### src/sv/dfr_pkg.sv
`default_nettype none

package dfr_pkg;

	localparam int FIFO_DEPTH = 4;

	localparam logic [2:0] ST_OK         = 3'd0;
	localparam logic [2:0] ST_SHORT      = 3'd1;
	localparam logic [2:0] ST_BAD_COUNT  = 3'd2;
	localparam logic [2:0] ST_TRUNC_HDR  = 3'd3;
	localparam logic [2:0] ST_BAD_LENGTH = 3'd4;
	localparam logic [2:0] ST_TRUNC_DATA = 3'd5;
	localparam logic [2:0] ST_TOO_LONG   = 3'd6;

	localparam logic KIND_CELL = 1'b0;
	localparam logic KIND_END  = 1'b1;

	typedef struct packed {
		logic        has_cell;
		logic        has_end;
		logic [10:0] column_index;
		logic        is_null;
		logic [23:0] cell_offset;
		logic [23:0] cell_length;
		logic [2:0]  status;
		logic [23:0] byte_count;
	} bundle_t;

endpackage

`default_nettype wire

### src/sv/data_row_cell_deframer.sv
// Row payload deframer: takes one payload byte per clock on the input channel and
// returns cell descriptors and one end-of-message status per message on the output
// channel, one result beat per clock unless stalled. A byte is classified
// combinationally and its results go into a four-entry queue as one bundle; a byte
// that both closes a cell and ends the message takes two output beats, so the
// sustained input rate is one byte per clock except where the queue fills. The
// input stalls only while that queue is full. described_fields is written through
// the cfg port, which is always ready, and should only change between messages.
`default_nettype none

module data_row_cell_deframer #(
	parameter int MAX_COLUMNS = 2048,
	parameter int OFFSET_BITS = 24
) (
	input  wire logic        clk,
	input  wire logic        arst_n,
	input  wire logic        cfg_valid,
	output logic             cfg_ready,
	input  wire logic [11:0] cfg_data,
	input  wire logic        in_valid,
	output logic             in_stall,
	input  wire logic [7:0]  data_byte,
	input  wire logic        last_byte,
	output logic             out_valid,
	input  wire logic        out_stall,
	output logic             record_kind,
	output logic [10:0]      column_index,
	output logic             is_null,
	output logic [23:0]      cell_offset,
	output logic [23:0]      cell_length,
	output logic [2:0]       status,
	output logic             last_result
);

	logic [11:0]      described_fields_q;
	logic             push;
	logic             pop;
	logic             full;
	logic             empty;
	dfr_pkg::bundle_t push_data;
	dfr_pkg::bundle_t head;

	assign cfg_ready = 1'b1;

	always_ff @(posedge clk or negedge arst_n) begin
		if (!arst_n) begin
			described_fields_q <= '0;
		end else if (cfg_valid && cfg_ready) begin
			described_fields_q <= cfg_data;
		end
	end

	dfr_front #(
		.MAX_COLUMNS (MAX_COLUMNS),
		.OFFSET_BITS (OFFSET_BITS)
	) u_front (
		.clk              (clk),
		.arst_n           (arst_n),
		.described_fields (described_fields_q),
		.in_valid         (in_valid),
		.data_byte        (data_byte),
		.last_byte        (last_byte),
		.full             (full),
		.in_stall         (in_stall),
		.push             (push),
		.push_data        (push_data)
	);

	dfr_fifo u_fifo (
		.clk       (clk),
		.arst_n    (arst_n),
		.push      (push),
		.push_data (push_data),
		.pop       (pop),
		.full      (full),
		.empty     (empty),
		.head      (head)
	);

	dfr_back u_back (
		.clk          (clk),
		.arst_n       (arst_n),
		.empty        (empty),
		.head         (head),
		.pop          (pop),
		.out_valid    (out_valid),
		.out_stall    (out_stall),
		.record_kind  (record_kind),
		.column_index (column_index),
		.is_null      (is_null),
		.cell_offset  (cell_offset),
		.cell_length  (cell_length),
		.status       (status),
		.last_result  (last_result)
	);

endmodule

`default_nettype wire

### src/sv/dfr_front.sv
`default_nettype none

module dfr_front #(
	parameter int MAX_COLUMNS = 2048,
	parameter int OFFSET_BITS = 24
) (
	input  wire logic             clk,
	input  wire logic             arst_n,
	input  wire logic [11:0]      described_fields,
	input  wire logic             in_valid,
	input  wire logic [7:0]       data_byte,
	input  wire logic             last_byte,
	input  wire logic             full,
	output logic                  in_stall,
	output logic                  push,
	output dfr_pkg::bundle_t      push_data
);

	localparam int COL_W = $clog2(MAX_COLUMNS + 1);

	localparam logic [1:0] PH_COUNT = 2'd0;
	localparam logic [1:0] PH_HDR   = 2'd1;
	localparam logic [1:0] PH_DATA  = 2'd2;
	localparam logic [1:0] PH_DONE  = 2'd3;

	logic [1:0]             phase_q, nxt_phase;
	logic [OFFSET_BITS-1:0] pos_q, nxt_pos, pos_inc;
	logic [1:0]             seen_q, nxt_seen;
	logic [23:0]            shift_q, nxt_shift;
	logic [COL_W-1:0]       total_q, nxt_total;
	logic [COL_W-1:0]       col_q, nxt_col, col_inc;
	logic [30:0]            rem_q, nxt_rem;
	logic [23:0]            start_q, nxt_start;
	logic [23:0]            len_q, nxt_len;
	logic [2:0]             err_q, nxt_err;

	logic        accept;
	logic        cell_hit;
	logic        cell_null;
	logic [23:0] cell_off;
	logic [23:0] cell_len;
	logic        advance;
	logic [15:0] cnt;
	logic [31:0] hdr;
	logic [2:0]  end_status;

	assign in_stall = full;
	assign accept   = in_valid && !full;
	assign pos_inc  = pos_q + 1'b1;
	assign col_inc  = col_q + 1'b1;
	assign cnt      = {shift_q[7:0], data_byte};
	assign hdr      = {shift_q, data_byte};

	always_comb begin
		nxt_phase = phase_q;
		nxt_pos   = pos_q;
		nxt_seen  = seen_q;
		nxt_shift = shift_q;
		nxt_total = total_q;
		nxt_col   = col_q;
		nxt_rem   = rem_q;
		nxt_start = start_q;
		nxt_len   = len_q;
		nxt_err   = err_q;
		cell_hit  = 1'b0;
		cell_null = 1'b0;
		cell_off  = '0;
		cell_len  = '0;
		advance   = 1'b0;
		if (err_q == dfr_pkg::ST_OK) begin
			if (pos_q == '1) begin
				nxt_err = dfr_pkg::ST_TOO_LONG;
			end else begin
				nxt_pos = pos_inc;
				case (phase_q)
					PH_COUNT: begin
						nxt_shift = {shift_q[15:0], data_byte};
						nxt_seen  = seen_q + 2'd1;
						if (seen_q == 2'd1) begin
							if (cnt[15] || (cnt > {4'd0, described_fields}) ||
							    (cnt > 16'(MAX_COLUMNS))) begin
								nxt_err = dfr_pkg::ST_BAD_COUNT;
							end else begin
								nxt_total = COL_W'(cnt);
								nxt_col   = '0;
								nxt_shift = '0;
								nxt_seen  = '0;
								nxt_phase = (cnt == 16'd0) ? PH_DONE : PH_HDR;
							end
						end
					end
					PH_HDR: begin
						nxt_shift = hdr[23:0];
						nxt_seen  = seen_q + 2'd1;
						if (seen_q == 2'd3) begin
							if (&hdr) begin
								cell_hit  = 1'b1;
								cell_null = 1'b1;
								cell_off  = 24'(pos_inc);
								advance   = 1'b1;
							end else if (hdr[31]) begin
								nxt_err = dfr_pkg::ST_BAD_LENGTH;
							end else if (hdr == 32'd0) begin
								cell_hit = 1'b1;
								cell_off = 24'(pos_inc);
								advance  = 1'b1;
							end else begin
								nxt_rem   = hdr[30:0];
								nxt_start = 24'(pos_inc);
								nxt_len   = hdr[23:0];
								nxt_phase = PH_DATA;
							end
						end
					end
					PH_DATA: begin
						nxt_rem = rem_q - 31'd1;
						if (rem_q == 31'd1) begin
							cell_hit = 1'b1;
							cell_off = start_q;
							cell_len = len_q;
							advance  = 1'b1;
						end
					end
					default: begin
					end
				endcase
				if (advance) begin
					nxt_col   = col_inc;
					nxt_shift = '0;
					nxt_seen  = '0;
					nxt_phase = (col_inc >= total_q) ? PH_DONE : PH_HDR;
				end
			end
		end
	end

	always_comb begin
		end_status = nxt_err;
		if (nxt_err == dfr_pkg::ST_OK) begin
			case (nxt_phase)
				PH_COUNT: end_status = dfr_pkg::ST_SHORT;
				PH_HDR:   end_status = dfr_pkg::ST_TRUNC_HDR;
				PH_DATA:  end_status = dfr_pkg::ST_TRUNC_DATA;
				default:  end_status = dfr_pkg::ST_OK;
			endcase
		end
	end

	assign push                   = accept && (cell_hit || last_byte);
	assign push_data.has_cell     = cell_hit;
	assign push_data.has_end      = last_byte;
	assign push_data.column_index = 11'(col_q);
	assign push_data.is_null      = cell_null;
	assign push_data.cell_offset  = cell_off;
	assign push_data.cell_length  = cell_len;
	assign push_data.status       = end_status;
	assign push_data.byte_count   = 24'(nxt_pos);

	always_ff @(posedge clk or negedge arst_n) begin
		if (!arst_n) begin
			phase_q <= PH_COUNT;
			pos_q   <= '0;
			seen_q  <= '0;
			shift_q <= '0;
			total_q <= '0;
			col_q   <= '0;
			rem_q   <= '0;
			start_q <= '0;
			len_q   <= '0;
			err_q   <= dfr_pkg::ST_OK;
		end else if (accept) begin
			if (last_byte) begin
				phase_q <= PH_COUNT;
				pos_q   <= '0;
				seen_q  <= '0;
				shift_q <= '0;
				total_q <= '0;
				col_q   <= '0;
				rem_q   <= '0;
				start_q <= '0;
				len_q   <= '0;
				err_q   <= dfr_pkg::ST_OK;
			end else begin
				phase_q <= nxt_phase;
				pos_q   <= nxt_pos;
				seen_q  <= nxt_seen;
				shift_q <= nxt_shift;
				total_q <= nxt_total;
				col_q   <= nxt_col;
				rem_q   <= nxt_rem;
				start_q <= nxt_start;
				len_q   <= nxt_len;
				err_q   <= nxt_err;
			end
		end
	end

	assert property (@(posedge clk) disable iff (!arst_n)
		(accept && (err_q != dfr_pkg::ST_OK)) |-> !cell_hit)
		else $error("cell emitted after error");

	assert property (@(posedge clk) disable iff (!arst_n)
		(phase_q == PH_DATA) |-> (rem_q != 31'd0))
		else $error("data phase with nothing remaining");

endmodule

`default_nettype wire

### src/sv/dfr_fifo.sv
`default_nettype none

module dfr_fifo (
	input  wire logic              clk,
	input  wire logic              arst_n,
	input  wire logic              push,
	input  wire dfr_pkg::bundle_t  push_data,
	input  wire logic              pop,
	output logic                   full,
	output logic                   empty,
	output dfr_pkg::bundle_t       head
);

	localparam int AW = $clog2(dfr_pkg::FIFO_DEPTH);
	localparam int CW = $clog2(dfr_pkg::FIFO_DEPTH + 1);

	dfr_pkg::bundle_t mem_q [dfr_pkg::FIFO_DEPTH];
	logic [AW-1:0]    wptr_q;
	logic [AW-1:0]    rptr_q;
	logic [CW-1:0]    count_q;

	assign full  = (count_q == CW'(dfr_pkg::FIFO_DEPTH));
	assign empty = (count_q == '0);
	assign head  = mem_q[rptr_q];

	always_ff @(posedge clk) begin
		if (push) begin
			mem_q[wptr_q] <= push_data;
		end
	end

	always_ff @(posedge clk or negedge arst_n) begin
		if (!arst_n) begin
			wptr_q  <= '0;
			rptr_q  <= '0;
			count_q <= '0;
		end else begin
			if (push) begin
				wptr_q <= wptr_q + 1'b1;
			end
			if (pop) begin
				rptr_q <= rptr_q + 1'b1;
			end
			if (push && !pop) begin
				count_q <= count_q + 1'b1;
			end else if (pop && !push) begin
				count_q <= count_q - 1'b1;
			end
		end
	end

	assert property (@(posedge clk) disable iff (!arst_n) !(push && full))
		else $error("push into full queue");

	assert property (@(posedge clk) disable iff (!arst_n) !(pop && empty))
		else $error("pop from empty queue");

endmodule

`default_nettype wire

### src/sv/dfr_back.sv
`default_nettype none

module dfr_back (
	input  wire logic              clk,
	input  wire logic              arst_n,
	input  wire logic              empty,
	input  wire dfr_pkg::bundle_t  head,
	output logic                   pop,
	output logic                   out_valid,
	input  wire logic              out_stall,
	output logic                   record_kind,
	output logic [10:0]            column_index,
	output logic                   is_null,
	output logic [23:0]            cell_offset,
	output logic [23:0]            cell_length,
	output logic [2:0]             status,
	output logic                   last_result
);

	logic        valid_q;
	logic        half_q;
	logic        kind_q;
	logic [10:0] col_q;
	logic        null_q;
	logic [23:0] off_q;
	logic [23:0] len_q;
	logic [2:0]  status_q;
	logic        lastr_q;
	logic        load;
	logic        send_cell;

	assign load      = (!valid_q || !out_stall) && !empty;
	assign send_cell = head.has_cell && !half_q;
	assign pop       = load && !(send_cell && head.has_end);

	always_ff @(posedge clk) begin
		if (load) begin
			if (send_cell) begin
				kind_q   <= dfr_pkg::KIND_CELL;
				col_q    <= head.column_index;
				null_q   <= head.is_null;
				off_q    <= head.cell_offset;
				len_q    <= head.cell_length;
				status_q <= dfr_pkg::ST_OK;
				lastr_q  <= !head.has_end;
			end else begin
				kind_q   <= dfr_pkg::KIND_END;
				col_q    <= '0;
				null_q   <= 1'b0;
				off_q    <= '0;
				len_q    <= head.byte_count;
				status_q <= head.status;
				lastr_q  <= 1'b1;
			end
		end
	end

	always_ff @(posedge clk or negedge arst_n) begin
		if (!arst_n) begin
			valid_q <= 1'b0;
			half_q  <= 1'b0;
		end else begin
			if (load) begin
				valid_q <= 1'b1;
				half_q  <= send_cell && head.has_end;
			end else if (!out_stall) begin
				valid_q <= 1'b0;
			end
		end
	end

	assign out_valid    = valid_q;
	assign record_kind  = kind_q;
	assign column_index = col_q;
	assign is_null      = null_q;
	assign cell_offset  = off_q;
	assign cell_length  = len_q;
	assign status       = status_q;
	assign last_result  = lastr_q;

	assert property (@(posedge clk) disable iff (!arst_n)
		half_q |-> (!empty && head.has_cell && head.has_end))
		else $error("pending end status without its bundle");

endmodule

`default_nettype wire
### config.mk
export PLATFORM = sky130hd
export DESIGN_NAME = data_row_cell_deframer
export DESIGN_NICKNAME = d
export VERILOG_FILES = /design/src/sv/dfr_pkg.sv /design/src/sv/data_row_cell_deframer.sv /design/src/sv/dfr_front.sv /design/src/sv/dfr_fifo.sv /design/src/sv/dfr_back.sv
export SDC_FILE = /design/constraint.sdc
export NUM_CORES = 1
export LEC_CHECK = 0
export ABC_CLOCK_PERIOD_IN_PS = 5700
export BUFFER_PORTS_ARGS = -buffer_cell sky130_fd_sc_hd__buf_2
export CORE_MARGIN = 3
export CORE_UTILIZATION = 30
export CTS_CLUSTER_SIZE = 16
export DETAILED_ROUTE_END_ITERATION = 10
export PLACE_DENSITY = 0.53
export SLEW_MARGIN = 5
export SYNTH_ARGS = -nofsm -noshare
export SYNTH_HDL_FRONTEND = slang
export SYNTH_HIERARCHICAL = 1
export SYNTH_SLANG_ARGS = --single-unit
### constraint.sdc
create_clock -name clk -period 5.7 [get_ports clk]
set_clock_uncertainty 0.2 [all_clocks]
set_input_delay 0.57 -clock clk [delete_from_list [all_inputs] [get_ports clk]]
set_output_delay 0.57 -clock clk [all_outputs]
set_load 0.03 [all_outputs]
# --- After elaboration in Yosys (flattened, before gate mapping) ---
# Memory sizes are Yosys's and may differ from the RTL's.
# Cells that the tools add are included.
# Widths: inputs -> output; s select.
word_totals:
  reg_bits: 244
  mem_bits_rw: 356
  memories: 1
  in_bits: 26
  output_inout_bits: 68
  wordCells: 212
mem_list:
  columns: ["memory", "depth", "width", "read_ports", "rd_clocked_by_memory_dff", "wr", "line", "source"]
  rows:
  - ["u_fifo.mem_q", 4, 89, 1, 0, 1, "dfr_fifo.sv:17", "dfr_pkg::bundle_t mem_q [dfr_pkg::FIFO_DEPTH];"]
op_classes:
  mux: 113
  n_eq_ne: 20
  addsub: 8
  n_reduce_logical: 44
  magnitude_cmp: 3
op_table:
  columns: ["op", "count"]
  rows:
  - ["$mux 24", 37]
  - ["$mux 31", 7]
  - ["$mux 12", 13]
  - ["$pmux 24 s2", 2]
  - ["$pmux 31 s2", 1]
  - ["$mux 2", 18]
  - ["$mux 3", 11]
  - ["$logic_not 32->1", 1]
  - ["$reduce_and 32->1", 1]
  - ["$eq 31x1->1 const B", 1]
  - ["$sub 31x1->31 const B", 1]
  - ["$add 24x1->24 const B", 1]
  - ["$eq 24x24->1 const B", 1]
  - ["$mux 1", 19]
  - ["$gt 16x12->1", 1]
  - ["$gt 16x12->1 const B", 1]
  - ["$logic_not 16->1", 1]
  - ["$reduce_and 8->1", 2]
  - ["$add 12x1->12 const B", 1]
  - ["$ge 12x12->1", 1]
  - ["$ne 3x3->1 const B", 4]
  - ["$reduce_and 6->1", 2]
  - ["$reduce_bool 2->1", 6]
  - ["$ne 2x2->1 const B", 5]
  - ["20 further kinds", 50]

# --- Depth between registers and ports, before layout ---
logic_depth:
  word_depth: 14
  depth_mapped: 15
  mapped_depth_nobuf: 15

# --- Hierarchy ---
# Netlist, hierarchy kept.
modules_own_cells:
  columns: ["module", "cells_each", "area_per_inst_um2", "instances", "seq_area_each_um2"]
  rows:
  - ["dfr_fifo", 499, 13325.3, 1, 10865.4]
  - ["dfr_front", 1079, 9599.2, 1, 3953.8]
  - ["dfr_back", 145, 2685.1, 1, 2001.9]
  - ["data_row_cell_deframer", 27, 495.5, 1, 300.3]

# --- Worst setup path before layout ---
# OpenSTA, ideal clock, no wires.
synth_timing:
  kind: "in2reg"
  start: "input out_stall"
  end: "register u_fifo.count_q[1]"
  n_path_buf: 0
  slack_ns: 0.175
  setup_time_ns: 0.125
  required_time_ns: 5.375
  arrival_ns: 5.200
  path_stages: 7
  path_cell_list: "a21oi_1 > nor2b_1 > inv_1 > ha_1 > inv_1 > fa_1 > mux2_2"
synth_between:
  elab_chain_cells: 7
  word_cells_on_any_way: 9
  classes_between: "1 x mux; 8 x reduce/logical"
synth_lines:
  columns: ["element", "line", "source"]
  rows:
  - ["from (decl)", "data_row_cell_deframer.sv:25", "input wire logic out_stall,"]
  - ["$logic_not 1->1 *", "dfr_back.sv:32", "assign load = (!valid_q || !out_stall) && !empty;"]
  - ["$logic_or 1x1->1 *", "dfr_back.sv:32", null]
  - ["$logic_and 1x1->1 *", "dfr_back.sv:32", null]
  - ["$logic_and 1x1->1 *", "dfr_back.sv:34", "assign pop = load && !(send_cell && head.has_end);"]
  - ["net pop", "data_row_cell_deframer.sv:37", "logic pop;"]
  - ["$logic_not 1->1", "dfr_fifo.sv:44", "if (push && !pop) begin"]
  - ["$logic_and 1x1->1", "dfr_fifo.sv:44", null]
  - ["$mux 3 or $reduce_bool 2->1 (tied branches)", null, null]
  - ["to (signal assigned)", "dfr_fifo.sv:45", "count_q <= count_q + 1'b1;"]
  - ["to (signal assigned)", "dfr_fifo.sv:47", "count_q <= count_q - 1'b1;"]
  - ["to (decl)", "dfr_fifo.sv:20", "logic [CW-1:0] count_q;"]
# Mark *: on every way through the listed nets, which the timed path passes. The rest lies on a longest branch.
# A chain may end at the register's enable or synchronous reset.

==> summary.md <==
| Metric | Value |
|---|---|
| Most numerous cell in the Yosys netlist | `edfxtp_1` |
| Avg Vias per Cell | `4.93` |
| Hold path endpoint | `u_front/shift_q[7]$_DFFE_PN0P_` |
| Vias in the first global route | `15,800` |
| Crit path kind | `reg2reg` |
| Via count | `15,000` |
| Most used DFF post-synth | `edfxtp_1` |
| Switching fraction of total power | `0.331` |
| Largest net degree at the start of global routing | `128` |
| Post-Place Cells | `2,905` |
| Max VDD drop | `0.219 mV` |
| Seq/Total Area, Yosys | `0.656` |
| Async set-reset flop share out of synthesis | `0.298` |
| Area Overhead vs Synth | `15.2%` |
| Post-route DRC | `0` |
| Clk sink count | `600` |
| Share of post-route cells with drive strength above 1 | `0.210` |
| Cell variety after synth | `76` |
| Site row count | `107` |
| Hold path start | `data_byte[7]` |
| I/O Pins | `94` |
| CP most frequent cell | `or4_4` |
| CP Launch Type | `flip-flop` |
| Core Box Area | `85,700 µm²` |
| CP Data Arrival Time | `4420 ps` |
| Placed Area | `27,600 µm²` |
| Count of pins over their slew limit | `0` |
| Setup-failing EPs final | `0` |
| Ys Warns | `6` |
| Comb power frac | `0.285` |
| CTS tree | `yes` |
| Clock power frac | `0.296` |
| Internal | `9920 µW` |
| Final HPWL from detailed placement | `39.1 mm` |
| Power Density | `493 nW/µm²` |
| Crit path depth | `8` |
| List of most frequent post-synthesis cells | `edfxtp_1, dfrtp_1, nor2_1` |
| Layout Cells excl Fill | `3,045` |
| Crit path buffers/inverters | `1` |
| Req. time, crit path | `5780 ps` |
| DR pass1 iterations | `5` |
| CTS clock-pin slew for the worst setup and hold paths | `60 ps` |
| Die Height | `301 µm` |
| Final Critical Period | `4350 ps` |
| Relative slew slack | `0.270` |
| Reg2reg start | `u_front/shift_q[5]$_DFFE_PN0P_` |
| Syn Nets | `1,816` |
| Slowest CP cell | `and2_4` |
| First-pass GRT wire length | `94.3 mm` |
| Reg power frac | `0.418` |
| Largest stage delay on the critical path | `610 ps` |
| Final Cell Area | `30,100 µm²` |
| Post-Syn Area | `26,100 µm²` |
| Worst slew pin tran | `1090 ps` |
| Total CTS buffers | `68` |
| Antenna-violating nets left | `0` |
| Post-CTS setup repair buffer count | `0` |
| Worst-Skew Late Latency | `610 ps` |
| Crit-path cells | `or4_4, or4_4, a21oi_4, o21ai_2, nor2_1, o21a_1, and2_4, buf_12` |
| Yosys reg bits | `600` |
| Initial Util | `0.305` |
| R2R Setup Slk | `1350 ps` |
| Worst setup EP type | `flip-flop` |
| H-tree depth | `3` |
| Post-synth EDFFs | `421` |
| Drt total wl | `60.5 mm` |
| Critical R2R Capture | `u_fifo/mem_q[0][77]$_DFFE_PP_` |
| Syn Inst Count | `1,750` |
| Final Hold Viols | `0` |
| Clock root cell | `clkbuf_16` |
| Drt initial violations | `1,078` |
| Die W | `301 µm` |
| Gpl congestion | `0.848` |
| Synth area leader | `edfxtp_1` |
| Yosys top cell area share | `0.484` |
| Cell depth of the worst flop-to-flop path | `8` |
| CP top delay family | `simple AND/OR/NAND/NOR gates` |
| Port Buffers | `92` |
| Crit Path Max Fanout | `34` |
| Period Utilization, post-route | `0.762` |
| Clk buf depth | `3` |
| # nets final | `1,911` |
| Max_cap viols | `0` |
| Final TNS setup | `0 ps` |
| Avg WL per Cell | `19.9 µm` |
| Highest Clock Rate | `0.230 GHz` |
| HP Class | `in2reg` |
| Main area contributors after synthesis | `edfxtp_1, dfrtp_1, mux4_2` |
| Net Switching | `4900 µW` |
| Die area | `90,600 µm²` |
| Hold Path Depth | `2` |
| Initial antenna violation count | `2` |
| Avg Cell Area, Syn | `14.9 µm²` |
| RSZ-0062 raised after global routing | `no` |
| Static leakage power | `0.0111 µW` |
| GR Util All Layers | `0.134` |
| Grt ovf | `0` |
| Status | `completed` |
[worst max-delay path by stage]
stage,from,end
global placement,data_byte[5],u_fifo/mem_q[0][77]$_DFFE_PP_
global route,u_front/phase_q[1]$_DFFE_PN0P_,u_fifo/mem_q[0][79]$_DFFE_PP_
finish,u_front/shift_q[5]$_DFFE_PN0P_,u_fifo/mem_q[0][77]$_DFFE_PP_
detailed placement,data_byte[5],u_fifo/mem_q[0][77]$_DFFE_PP_
floorplan,out_stall,u_fifo/count_q[1]$_DFFE_PN0P_
CTS,u_front/shift_q[5]$_DFFE_PN0P_,u_fifo/mem_q[0][79]$_DFFE_PP_
[per-stage QoR]
step / total power, µW / hold WS, ps / util / setup slack [ps]
after floorplan: 9380 / 74.4 / - / 175
after global placement: 10600 / 256 / 0.323 / 1180
after detailed placement: 10600 / 265 / 0.323 / 1160
after CTS: 15100 / 49.8 / 0.351 / 1340
after global routing: 15600 / 74.0 / 0.351 / 1210
final: 14800 / 98.5 / 0.351 / 1350
[cells by family after synthesis]
logic type,synth area share
AO/OA/AOI/OAI,0.0820
XOR/XNOR,0.0208
adder cells (fa/ha/maj),0.0195
buffers and inverters,0.0347
flip-flops,0.656
multiplexers,0.106
other,0.000144
AND/OR/NAND/NOR,0.0814
[layer usage]
metal | vias to the layer above | track usage | part of all wire
met2 | 376 | 0.225 | 0.49
met5 | - | 0 | 0
li1 | 6820 | - | -
met1 | 7711 | 0.178 | 0.44
met4 | 0 | 0.0385 | 0.024
met3 | 101 | 0.0252 | 0.043
[cell type report]
cell class	count	area [µm²]
fill	8222	55600
sequential	600	17100
multi-input combinational	991	8130
clock buffer	93	1890
tap	1144	1430
timing repair buffer	134	905
clock inverter	31	402
inverter	50	193
antenna	2	5.00
[power groups by stage]
stage	Combinational (µW)	Clock, µW	Sequential [µW]
after global placement	4280	0	6270
after detailed placement	4300	0	6300
after CTS	4320	4540	6220
final	4230	4390	6200
after global routing	4620	4700	6310
after floorplan	2890	0	6490
[cell usage in the layout (no fill, tap or decap), drive strengths merged, types with 22 or more instances in the layout]
master and instances:
nand2b 31, nor2 108, ha 39, inv 51, o31ai 33, a22o 44, mux4 89, xor2 32
edfxtp 421, mux2 52, nor3 23, buf 120, and2 68, dfrtp 179, nand2 98, o21ai 105
xnor2 30, a21oi 53, clkinv 22, nand3 25, clkbuf 93
[sequential cells by signal, summed over array words and instances, names as in the netlist]
signal,cells
u_back/is_null,1
u_front/shift_q,24
u_back/out_valid,1
u_fifo/mem_q,356
u_fifo/count_q,3
u_fifo/rptr_q,2
u_back/column_index,11
u_front/err_q,3
u_front/rem_q,31
u_front/pos_q,24
u_front/phase_q,2
u_front/total_q,12
u_front/col_q,12
u_front/len_q,24
described_fields_q,12
u_fifo/wptr_q,2
u_back/cell_length,24
u_front/start_q,24
u_back/status,3
u_back/record_kind,1
u_front/seen_q,2
u_back/cell_offset,24
u_back/last_result,1
u_back/half_q,1
[what timing repair did]
action | 4_1_cts | 5_1_grt
endpoints found under the hold margin | 65 | 0
hold buffers | 14 | 0
gates resized for setup | 0 | 0
setup endpoints to repair | 0 | 0
(Power assumes the default switching activity.)
